$ cat src/design/dtrb_pkg.sv
// ----------------------------------------------------------------------------
// Direction to rotation basis: shared package
// Widths, lane assignments, shared types and helpers of the basis pipeline.
// ----------------------------------------------------------------------------
package dtrb_pkg;

  localparam int unsigned DIR_W     = 16;
  localparam int unsigned OUT_W     = 16;
  localparam int unsigned TOL_W     = 15;
  localparam int unsigned TOL_RESET = 16;
  localparam int unsigned Q_ONE     = 16384;
  localparam int unsigned Q_SHIFT   = 15;   // numerator scale 2 * Q_ONE

  localparam int unsigned SQ_W      = 64;   // square-root radicand width
  localparam int unsigned ROOT_W    = 32;
  localparam int unsigned NUM_W     = 32;
  localparam int unsigned QUO_W     = 15;
  localparam int unsigned REM_W     = 48;
  localparam int unsigned SQ_LANES  = 3;
  localparam int unsigned DIV_LANES = 8;

  localparam int unsigned APB_AW    = 2;
  localparam int unsigned APB_DW    = 32;
  localparam logic [APB_AW-1:0] ADDR_TOL = '0;

  // Square-root lanes.
  localparam int unsigned SL_S  = 0;
  localparam int unsigned SL_T  = 1;
  localparam int unsigned SL_TS = 2;

  // Divider lanes.
  localparam int unsigned LN_NX  = 0;
  localparam int unsigned LN_NY  = 1;
  localparam int unsigned LN_NZ  = 2;
  localparam int unsigned LN_R1X = 3;
  localparam int unsigned LN_R1Z = 4;
  localparam int unsigned LN_R3X = 5;
  localparam int unsigned LN_R3Y = 6;
  localparam int unsigned LN_R3Z = 7;

  typedef logic signed [DIR_W-1:0] dir_t;
  typedef logic signed [OUT_W-1:0] q14_t;
  typedef logic [TOL_W-1:0]        tol_t;
  typedef logic [SQ_W-1:0]         rad_t;
  typedef logic [ROOT_W-1:0]       root_t;
  typedef logic [NUM_W-1:0]        mag_t;
  typedef logic [QUO_W-1:0]        quo_t;
  typedef logic [REM_W-1:0]        rem_t;

  // Item data carried alongside the square-root pipeline.
  typedef struct packed {
    dir_t                    x;
    dir_t                    y;
    dir_t                    z;
    logic [NUM_W-1:0]        t;
    logic signed [NUM_W-1:0] xy;
    logic signed [NUM_W-1:0] zy;
    logic                    s_zero;
    logic                    t_zero;
  } geo_t;

  // Item flags carried alongside the divider pipeline.
  typedef struct packed {
    logic                 s_zero;
    logic                 t_zero;
    logic [DIV_LANES-1:0] neg;
  } dflag_t;

  function automatic mag_t abs_mag(logic signed [NUM_W-1:0] v);
    return v[NUM_W-1] ? mag_t'(-v) : mag_t'(v);
  endfunction

  function automatic q14_t apply_sign(quo_t q, logic neg);
    q14_t m;
    m = q14_t'(q);
    return neg ? -m : m;
  endfunction

endpackage

$ cat src/design/dtrb_cfg.sv
// ----------------------------------------------------------------------------
// Direction to rotation basis: configuration registers
// APB-style register file holding the near-axis tolerance.
// ----------------------------------------------------------------------------
module dtrb_cfg (
  input  logic                          clk,
  input  logic                          rst_n,
  input  logic                          psel,
  input  logic                          penable,
  input  logic                          pwrite,
  input  logic [dtrb_pkg::APB_AW-1:0]   paddr,
  input  logic [dtrb_pkg::APB_DW-1:0]   pwdata,
  output logic [dtrb_pkg::APB_DW-1:0]   prdata,
  output logic                          pready,
  output dtrb_pkg::tol_t                tol_o
);
  import dtrb_pkg::*;

  tol_t tol_r;

  assign pready = 1'b1;
  assign tol_o  = tol_r;
  assign prdata = (paddr == ADDR_TOL) ? APB_DW'(tol_r) : '0;

  always_ff @(posedge clk) begin
    if (!rst_n) begin
      tol_r <= TOL_W'(TOL_RESET);
    end else if (psel && penable && pwrite && (paddr == ADDR_TOL)) begin
      tol_r <= pwdata[TOL_W-1:0];
    end
  end

endmodule

$ cat config.mk
export PLATFORM = sky130hd
export DESIGN_NAME = dtrb_cfg
export DESIGN_NICKNAME = d
export VERILOG_FILES = /design/src/design/dtrb_pkg.sv /design/src/design/dtrb_cfg.sv
export SDC_FILE = /design/constraint.sdc
export NUM_CORES = 1
export LEC_CHECK = 0
export ABC_AREA = 1
export BUFFER_PORTS_ARGS = -buffer_cell sky130_fd_sc_hd__buf_2
export CAP_MARGIN = 20
export CORE_ASPECT_RATIO = 0.6
export CORE_MARGIN = 2
export CORE_UTILIZATION = 25
export DETAILED_ROUTE_END_ITERATION = 8
export GPL_ROUTABILITY_DRIVEN = 0
export PLACE_DENSITY_LB_ADDON = 0.3
export SETUP_SLACK_MARGIN = 0.02
export SLEW_MARGIN = 15
export SYNTH_ARGS = -nofsm -noshare
export SYNTH_HDL_FRONTEND = slang
export SYNTH_SLANG_ARGS = --single-unit
$ cat constraint.sdc
create_clock -name clk -period 0.84 [get_ports clk]
set_input_delay 0.042 -clock clk [delete_from_list [all_inputs] [get_ports clk]]
set_output_delay 0.042 -clock clk [all_outputs]
set_load 0.005 [all_outputs]
==> results of run 1 <==
-- per-layer routing --
layer  track usage [%]  up-vias  part of all wire, %
li1                  -      525                    -
met5                 0        -                    0
met1             14.37      407                   48
met2             17.47       34                   44
met4             1.613        0                    0
met3             4.127        0                  7.7
-- worst min-delay path, delay by kind of cell --
kind	cells	cell delay, ns
buffers and inverters	1	0.08
and+or+nand+nor	2	0.10
-- cell usage in the layout (no fill, tap or decap), drive strengths merged --
cell,netlist,layout
buf,23,64
inv,32,32
nor2,46,46
o21ai,1,1
conb,2,18
nand3,16,16
dfxtp,15,15
clkbuf,0,3
nand2,17,17
clkinv,0,1
-- power groups by stage --
stage	combinational [mW]	sequential, mW	clock (mW)
detailed placement	0.246	0.754	0
floorplan	0.192	0.755	0
finish	0.263	0.743	0.572
CTS	0.252	0.740	0.616
global route	0.302	0.745	0.650
global placement	0.246	0.753	0
-- cells by family (layout without fill, tap and decap cells) --
family,after synthesis,count (layout),share of synthesized area (%)
AND/OR/NAND/NOR,79,79,36.84
buffers and inverters,55,100,30.26
flip-flops,15,15,31.58
other,2,18,0.7898
AO/OA/AOI/OAI,1,1,0.5258
-- how the worst max path moves through the flow --
stage                                start  slack, ns                endpoint  depth (start not counted)
finish              tol_o[13]$_SDFFE_PN0P_      -0.03              prdata[13]                          3
global route         tol_o[7]$_SDFFE_PN0P_       -0.1               prdata[7]                          3
floorplan                         paddr[1]       0.17   tol_o[0]$_SDFFE_PN0P_                          5
CTS                 tol_o[13]$_SDFFE_PN0P_      -0.06              prdata[13]                          3
global placement                  paddr[0]       0.03   tol_o[9]$_SDFFE_PN0P_                          6
detailed placement                paddr[0]       0.04  tol_o[10]$_SDFFE_PN0P_                          6
-- layout make-up --
class	count	area, µm²
clock buffers	3	41.29
fillers	416	2296
inverters	32	120.1
flip-flops and latches	15	319.1
clock inverters	1	5.005
multi-input cells	98	435.4
repair buffers	64	382.9
well taps	47	58.81
-- what timing repair did --
item	in CTS	in global routing
setup buffers	2	5
endpoints found under the hold margin	0	0
pin swaps	10	10
gates resized for setup	17	21
endpoints found under the setup margin	15	17
-- metrics by stage --
stage	instances	area [µm²]	worst slack, ns	hold WS [ns]
5_1_grt	260	1363	-0.09809	0.01154
3_3_place_gp	249	1202	0.03425	0.2665
2_1_floorplan	168	1011	0.1672	0.1627
4_1_cts	255	1295	-0.06097	0.01769
3_5_place_dp	249	1202	0.03814	0.2693
6_report	260	1363	-0.03306	0.02036
==> impl_summary.md, run 1 <==
Global routing
The total congestion overflow is 0. Entering global routing, the biggest net connects 16 pins. The first global-routing pass estimated 3726 µm of wire. The initial antenna violation count is 0.

Global routing used 10.89% of the available tracks. The via count of the first global-routing pass was ~830.

Yosys
By instance count, the leading cell after synthesis is nor2_1. The number of enable-type register cells in the synthesized netlist is 0. The share of synthesized flip-flops with an asynchronous set or reset is 0%.

Synthesis produced a netlist whose cell count is 152. The post-synthesis register bit count is 15. Summed over all instances, the cell type with the most area after synthesis is dfxtp_1. The prevailing post-synth register cell is dfxtp_1. The proportion of netlist area held by the largest area contributor is between 30% and 40%. Sorting the synthesized cells by area gives the leading types as dfxtp_1 (32%), nor2_1 (17%), buf_4 (15%), inv_1 (12%), nand3_1 (7.9%). The mean instance size in the synthesized netlist is roughly 6.3 µm². For this run, the number of Yosys warnings is 0. The count of different cell masters after synthesis is 16. The commonest cells after synthesis are nor2_1 (43), inv_1 (30), buf_4 (19), nand2_1 (16). The mapped netlist covers 950.9 µm².

After synthesis, flip-flops and latches occupy 31.58% of the total area.

Place
The number of buffers added on ports is 51. The half-perimeter wire length after detailed placement is 1718 µm.

Worst hold path
The worst min-delay path startpoint is pwdata[4]. The worst min-delay path endpoint is tol_o[4]$_SDFFE_PN1P_. The worst hold path passes through 3 cells. The tightest min-delay check is of the in2reg type.

Routing
The first routing iteration left 14 violations. For this run, design rule violations remaining after detail routing come to 0. The average wire per cell in the routed design is 8.812 µm. The vias per cell is 3.715.

Summed over all layers, the routed wires come to 2291 µm. Across all layers, the routed design uses 966 vias. The pre-antenna-repair detailed-routing pass consisted of 4 iterations. The final antenna-violating net count is 0.

Timing
After routing, the total negative slack on setup checks comes to -0.09243 ns. Setup repair after global routing could not meet its margin everywhere. Static timing analysis puts the maximum clock frequency at roughly 1100 MHz. The worst path uses 103.9% of the clock period. The setup violation total in the final timing report is 11. The clock period minus worst slack is roughly 0.87 ns. The clock skew is 0 ns. The max-slew violation count is 0.

The count of endpoints failing hold in the final timing report came to 0. Once routing completed, OpenROAD measured the worst setup slack at -0.03306 ns.

Run status
The final reports fail on negative setup slack. The run finished, with violations left.

CTS
In this run the clock root is driven by a clkbuf_8. The TritonCTS buffer count is 3. The number of buffers inserted for hold repair after clock tree synthesis is 0. Counting every sink on the clock net gives 15. Counting along the longest clock path gives a buffer depth of 2.

The clock tree from TritonCTS is built. The clock edge transition at the registers on the reported setup and hold paths is around 0.07 ns. The clock reaches the later pin of the worst-skew pair after 0.24 ns. CTS built an H-tree with a depth of 1.

Power and ir drop
The design draws roughly 1.6 mW. Of the total power, combinational logic draws 16.7%. The power dissipated by switching net loads is 0.4046 mW. The cell internal power dissipation is between 1 and 1.5 mW. The peak supply drop is 0.5410 mV. The part of the total power dissipated in the clock network is 36.2%.

The power density of the placed cells is 1159 mW/mm². Registers are responsible for 47.1% of the overall power. Summed over all cells, the static leakage comes to 0.7872 nW. The net switching share of the total power is 25.63%.

Floorplan
The area enclosed by the die boundary is 0.004329 mm². The total I/O pin count is between 80 and 90. The floorplan has 17 rows. For this configuration, the core starts out at a cell density of 25.99%. The die is 51.77 µm tall. The core region is 0.003659 mm². The die outline width is 83.62 µm.

Critical path
The critical path's largest stage delay is 0.34 ns. The biggest fanout along the worst timing path is 2. The flop-to-flop setup slack is 0.14 ns. Measured in cells, the most critical reg-to-reg path has a length of 3.

The critical path contains buffers and inverters numbering 2 combined. The type of the worst setup path is reg2out. In this design, the largest share of critical-path delay is due to flip-flops. The startpoint identified for the worst register-to-register timing path is tol_o[9]$_SDFFE_PN0P_.

Among all stages on the critical path, the largest delay is contributed by dfxtp_2. The signal on the critical path passes through inv_2 > nor2_2 > buf_2. Data arrives at the worst endpoint at 0.83 ns. The worst register-to-register path ends at tol_o[9]$_SDFFE_PN0P_. STA puts the critical path data required time at 0.80 ns. The worst setup path is launched from a register.

The kind of end point of the critical path is an output port.

Job
The reported max-cap violation count is 0.

Final layout
Measured on the finished design, the core utilization comes to 37.24%. The number of diodes added for antenna fixing is 0. In the final layout, the share of cells above drive strength 1 is 50.23%.

The number of nets in the final layout is 253. The register with the most flip-flops in the layout has 15 of them. The area growth from synthesis to layout is 43.29%.
Power figures use the tool's default switching activity.
==> inputs of run 2 (changes only) <==
Settings changed: CORE_UTILIZATION 25 to 33, RECOVER_POWER set to 50.
==> run 2 against run 1 <==
The run still ends with negative setup slack left. Global-route usage rose by 2.4 points. Critical path type unchanged. Sequential power barely moved. Wire length fell by 9.0%. Clock-buffer cell count rose by 1. Largest cell class unchanged. Flip-flop and latch count did not move. Core utilization rose by 7.6 points.
==> impl_summary.md, run 2 (synthesis results as in run 1) <==
Critical path
The arrival time of data at the critical path endpoint came to 0.82 ns (was 0.83 ns). The kind of launch point of the worst setup path was a register (unchanged). The type of the worst setup path was reg2out (unchanged). The data required time of the critical path is 0.80 ns (about the same). The critical path's largest stage delay is 0.35 ns (was 0.34 ns). The highest-delay cell along the critical path is dfxtp_2 (unchanged). The cell type group with the largest total delay on the critical path is flip-flops (unchanged). Critical Path, Cell by Cell: inv_2 > nor2_1 > buf_2 (was inv_2 > nor2_2 > buf_2). The count of buffering cells on the critical path with inverters included is 2 (unchanged).

The kind of end point of the critical path is an output port (unchanged). The biggest fanout along the worst timing path is 3 (was 2).

Power and ir drop
The share of power burned in registers was 47.6% (was 47.1%). The net switching share of the total power is 25.00% (was 25.63%). The power dissipated by switching net loads came to 0.3908 mW (was 0.4046 mW). The peak supply drop is 0.5442 mV (was 0.5410 mV).

The part of the total power dissipated in the clock network came to 36.5% (was 36.2%). The leakage power summed over all cells is 0.7375 nW (was 0.7872 nW). The total power was 1.563 mW (was 1.579 mW). The power density of the placed cells was 1238 mW/mm² (was 1159 mW/mm²). The cell internal power dissipation is 1.172 mW (was 1.174 mW). The combinational power share is 15.9% (was 16.7%).

Timing
RSZ-0062 raised after global routing: yes (unchanged). The clock period minus worst slack is 0.8654 ns (was 0.8731 ns). The portion of the clock cycle consumed by the worst path in the final layout is 103.0% (was 103.9%). The max-slew violation count is 0 (unchanged). The setup slack of the critical path after layout is -0.02536 ns (was -0.03306 ns). The clock skew is 0 ns (unchanged). The setup violation total in the final timing report was 4 (was 11). The sum of negative setup slack came to -0.05376 ns (was -0.09243 ns).

The worst-case hold slack is 0.008404 ns (was 0.02036 ns). The fmax is 1156 MHz (was 1145 MHz). The count of endpoints failing hold in the final timing report is 0 (unchanged).

Worst hold path
The worst hold path class is in2reg (unchanged).

Final layout
The fill cell total of the finished layout is 306 (was 416). The most common cell after layout, fill and taps aside is buf_2 (unchanged). Most frequent cells in the layout: buf_2 (51), nor2_1 (42), conb_1 (18) (was buf_2 (48), nor2_1 (38), inv_1 (18), conb_1 (18), nand2_1 (16)).

The combined area of the multi-input logic cells came to 425.4 µm² (was 435.4 µm²). The area growth from synthesis to layout was 32.76% (was 43.29%). The flip-flop count of the largest register after layout came to 15 (unchanged).

The number of diodes added for antenna fixing is 0 (unchanged). The proportion of layout cells with a drive suffix above 1 came to 46.08% (was 50.23%). The register area was 319.1 µm² (unchanged). The number of nets in the final layout is 244 (was 253). The post-layout instance count excluding filler cells is 238 (was 260).

Routing
The vias per cell was 3.849 (was 3.715). The via count is 916 (was 966). The sum of routed wire length over all layers was 2084 µm (was 2291 µm). The final antenna-violating net count was 0 (unchanged). The number of DRC markers in iteration 0 is 19 (was 14).

The count of TritonRoute iterations in the first routing pass is 3 (was 4). The average wire per cell in the routed design is 8.756 µm (was 8.812 µm). The DRC violations left came to 0 (unchanged).

CTS
The clock tree from TritonCTS is built (unchanged). The H-tree depth reported by CTS is 1 (unchanged). The insertion delay to the later sink of the worst-skew pair is 0.24 ns (about the same).

The buffer type at the clock tree root is clkbuf_8 (unchanged). The maximum buffer depth of the clock tree is 2 (unchanged). The number of buffers inserted for hold repair after clock tree synthesis is 0 (unchanged). The TritonCTS buffer count is 3 (unchanged). The number of sinks handled by clock tree synthesis is 15 (unchanged). The clock edge transition at the registers on the reported setup and hold paths came to 0.06 ns (was 0.07 ns).

Floorplan
The core outline area is 0.002815 mm² (was 0.003659 mm²). The effective utilization at floorplan came to 33.78% (was 25.99%). The number of rows in the core area came to 15 (was 17).

The area enclosed by the die boundary is 0.003341 mm² (was 0.004329 mm²). The floorplan die height was 45.58 µm (was 51.77 µm). The total I/O pin count is 87 (unchanged). The die outline width is 73.30 µm (was 83.62 µm).

Global routing
The global-route wire length before repair was 3236 µm (was 3726 µm). The via count of the first global-routing pass is 725 (was 828). The initial antenna violation count is 0 (unchanged). The global routing usage summed across all routing layers is 13.32% (was 10.89%). The maximum number of pins on one net before global-route repair came to 16 (unchanged). The total congestion overflow is 0 (unchanged).

Job
The reported max-cap violation count is 0 (unchanged).

Run status
Violated checks: negative setup slack (unchanged). Status: complete, but fails checks (unchanged).

Place
The number of placed instances, taps included was 233 (was 249). The half-perimeter wire length after detailed placement was 1573 µm (was 1718 µm). The worst slack after detailed placement is 0.02074 ns (was 0.03814 ns). The number of buffers added on ports is 51 (unchanged).
run 2: power groups by stage:
| stage | combinational [mW] | clock, mW | sequential [mW] |
|---|---|---|---|
| final | 0.248 | 0.571 | 0.744 |
| after global routing | 0.285 | 0.642 | 0.745 |
| after CTS | 0.247 | 0.596 | 0.742 |
| after detailed placement | 0.247 | 0 | 0.754 |
| after global placement | 0.244 | 0 | 0.754 |
| after floorplan | 0.192 | 0 | 0.755 |
run 2: path summary, 6_finish.rpt:
kind                              start                    end  slack, ns  depth (start not counted)
hold / removal                pwdata[4]  tol_o[4]$_SDFFE_PN1P_      0.008                          3
setup reg to reg  tol_o[7]$_SDFFE_PN0P_  tol_o[7]$_SDFFE_PN0P_       0.15                          3
hold reg to reg   tol_o[9]$_SDFFE_PN0P_  tol_o[9]$_SDFFE_PN0P_       0.49                          2
setup / recovery  tol_o[1]$_SDFFE_PN0P_              prdata[1]      -0.03                          3
run 2: layer usage:
metal	part of all wire, %	track usage [%]	routed length [µm]	vias to the layer above
li1	-	-	-	507
met1	49	16.80	1022	373
met2	42	20.72	883	34
met3	8.1	6.416	169	2
met4	0.43	3.273	9	0
met5	0	0	0	-
run 2: tightest hold or removal path: cells and delay by family:
kind                   cells  cell delay [ns]
buffers and inverters      1             0.07
and+or+nand+nor            2             0.10
run 2: through the flow:
step / instance area [µm²] / util (%)
2_1_floorplan: 1011 / -
3_3_place_gp: 1189 / 42.22
3_5_place_dp: 1189 / 42.22
4_1_cts: 1252 / 44.49
5_1_grt: 1262 / 44.84
6_report: 1262 / 44.84
run 2: cell type report:
| type | instances | share of cell area, % |
|---|---|---|
| clock buffer | 4 | 3.568 |
| inverter | 32 | 9.514 |
| multi-input combinational | 98 | 33.70 |
| sequential | 15 | 25.27 |
| tap | 34 | 3.370 |
| timing repair buffer | 55 | 24.58 |
run 2: timing repair:
action / CTS / global route
setup buffers: 0 / 1
gates resized for setup: 18 / 11
setup endpoints to repair: 15 / 15
cloned: 0 / 0
pin swaps: 15 / 2
==> inputs of run 3 (changes only) <==
Settings changed: BUFFER_PORTS_ARGS -buffer_cell sky130_fd_sc_hd__buf_2 to unset, DONT_BUFFER_PORTS set to 1.
==> run 3 against run 2 <==
The flow finishes with violations (negative hold slack). Non-clock buffer count fell by 52. Critical path depth shrank 1. Sequential share of layout area up 5.9 points. Die area stayed put. Largest power group unchanged.
==> impl_summary.md, run 3 (synthesis results as in run 1) <==
Routing
The DRC violations left is 0 (unchanged). The vias per cell is 4.323 (was 3.849). The final antenna-violating net count was 0 (unchanged). The sum of routed wire length over all layers is 2020 µm (was 2084 µm). The via count was 804 (was 916). The average wire per cell in the routed design is 10.86 µm (was 8.756 µm). The count of TritonRoute iterations in the first routing pass is 4 (was 3). The number of DRC markers in iteration 0 is 12 (was 19).

Timing
The worst-case hold slack is -0.1160 ns (was 0.008404 ns). The clock period minus worst slack is 0.7927 ns (was 0.8654 ns). The clock skew is 0 ns (unchanged). The setup violation total in the final timing report was 0 (was 4). RSZ-0062 raised after global routing: yes (unchanged).

The sum of negative setup slack is 0 ns (was -0.05376 ns). The max-slew violation count came to 0 (unchanged). The portion of the clock cycle consumed by the worst path in the final layout is 94.37% (was 103.0%). The count of endpoints failing hold in the final timing report is 15 (was 0).

The fmax is 1261 MHz (was 1156 MHz).

Global routing
The via count of the first global-routing pass came to 628 (was 725). The global-route wire length before repair is 2953 µm (was 3236 µm). The initial antenna violation count is 0 (unchanged). The maximum number of pins on one net before global-route repair was 16 (unchanged). The global routing usage summed across all routing layers is 12.45% (was 13.32%). The total congestion overflow is 0 (unchanged).

Floorplan
The area enclosed by the die boundary was 0.003341 mm² (unchanged). The total I/O pin count is 87 (unchanged). The number of rows in the core area was 15 (unchanged). The effective utilization at floorplan is 33.78% (unchanged). The core outline area is 0.002815 mm² (unchanged). The floorplan die height is 45.58 µm (unchanged). The die outline width came to 73.30 µm (unchanged).

Place
The half-perimeter wire length after detailed placement came to 1517 µm (was 1573 µm). The instance area after placement is 933.4 µm² (was 0.001189 mm²). The number of buffers added on ports is 0 (was 51).

CTS
The H-tree depth reported by CTS came to 1 (unchanged). The buffer type at the clock tree root is clkbuf_8 (unchanged). The TritonCTS buffer count is 3 (unchanged). The number of sinks handled by clock tree synthesis is 15 (unchanged). The insertion delay to the later sink of the worst-skew pair is 0.24 ns (about the same).

The maximum buffer depth of the clock tree is 2 (unchanged). The clock tree from TritonCTS is built (unchanged). The clock edge transition at the registers on the reported setup and hold paths came to 0.06 ns (about the same).

Critical path
The type of the worst setup path is reg2out (unchanged). The flop-to-flop setup slack is 0.24 ns (was 0.15 ns). The number of cells on the worst reg-to-reg path came to 2 (was 3). The arrival time of data at the critical path endpoint is 0.75 ns (was 0.82 ns). The worst flop-to-flop path endpoint is tol_o[0]$_SDFFE_PN0P_ (was tol_o[7]$_SDFFE_PN0P_). The kind of launch point of the worst setup path is a register (unchanged). The biggest fanout along the worst timing path came to 3 (unchanged). The kind of end point of the critical path was an output port (unchanged). The launch instance of the worst register-to-register path is tol_o[0]$_SDFFE_PN0P_ (was tol_o[7]$_SDFFE_PN0P_).

The data required time of the critical path came to 0.80 ns (about the same).

Run status
Violated checks: negative hold slack (was negative setup slack). Status: complete, but fails checks (unchanged).

Power and ir drop
The power density of the placed cells is 1426 mW/mm² (was 1238 mW/mm²). The peak supply drop is 0.6869 mV (was 0.5442 mV). The leakage power summed over all cells is 0.4876 nW (was 0.7375 nW).

Worst hold path
The worst hold path class is in2reg (unchanged). The worst min-delay path endpoint is tol_o[4]$_SDFFE_PN1P_ (unchanged). The number of cells on the worst hold path is 1 (was 3). The worst min-delay path startpoint is rst_n (was pwdata[4]).

Final layout
The number of nets in the final layout is 192 (was 244). The combined area of the multi-input logic cells is 465.4 µm² (was 425.4 µm²). The area growth from synthesis to layout came to 10.13% (was 32.76%). The proportion of layout cells with a drive suffix above 1 is 34.21% (was 46.08%). The most common cell after layout, fill and taps aside is nor2_1 (was buf_2). Most frequent cells in the layout: nor2_1 (28), inv_1 (21), conb_1 (18) (was buf_2 (51), nor2_1 (42), conb_1 (18)). The number of diodes added for antenna fixing is 0 (unchanged). The register area is 326.6 µm² (was 319.1 µm²). The final design area excluding fillers is 0.001047 mm² (was 0.001262 mm²).

The flip-flop count of the largest register after layout was 15 (unchanged). The fill cell total of the finished layout came to 317 (was 306).

Job
The reported max-cap violation count is 0 (unchanged).
-- run 3: layout make-up --
type | instances | share of cell area, %
clock buffer | 4 | 4.301
timing repair buffer | 3 | 4.540
tap | 34 | 4.062
inverter | 32 | 11.47
multi-input combinational | 98 | 44.44
sequential | 15 | 31.18
-- run 3: through the flow --
stage	cells	hold WS (ns)	setup slack [ns]	util [%]	power [mW]
after detailed placement	182	0.1345	0.1583	33.16	0.9244
after CTS	186	-0.1254	0.02032	35.42	1.518
final	186	-0.1160	0.04728	37.20	1.493
after floorplan	168	0.1627	0.1672	-	0.9461
after global placement	182	0.1319	0.1831	33.16	0.9182
after global routing	186	-0.1277	0.006302	37.20	1.603
-- run 3: worst max-delay path, cell delays in order (launching register included) --
cell and delay (ns):
dfxtp_2 0.34, inv_1 0.05, nor2_2 0.11
-- run 3: report_power, final --
part / leakage [nW] / switching, mW / internal (mW) / total (mW)
clock: 0.0228 / 0.242 / 0.335 / 0.578
combinational: 0.336 / 0.115 / 0.0610 / 0.176
sequential: 0.129 / 0.0168 / 0.722 / 0.739
-- run 3: how the worst max path moves through the flow --
stage	from	end	slack [ns]	cells after the start
after floorplan	paddr[1]	tol_o[0]$_SDFFE_PN0P_	0.17	5
after global placement	paddr[0]	tol_o[10]$_SDFFE_PN0P_	0.18	5
after detailed placement	paddr[0]	tol_o[5]$_SDFFE_PN0P_	0.16	5
after CTS	tol_o[7]$_SDFFE_PN0P_	prdata[7]	0.02	2
after global routing	tol_o[2]$_SDFFE_PN0P_	prdata[2]	0.006	2
final	tol_o[6]$_SDFFE_PN0P_	prdata[6]	0.05	2
-- run 3: routing by layer --
metal / wire length [µm] / GRT usage [%]
met5: 0 / 0
met4: 0 / 3.273
met3: 176 / 6.858
met2: 1003 / 20.72
met1: 840 / 14.11
-- run 3: what timing repair did --
action                                  4_1_cts  5_1_grt
endpoints found under the setup margin       15       15
setup buffers                                 0        0
hold endpoints to repair                     15       15
pin swaps                                     0       14
gates resized for setup                      15       28
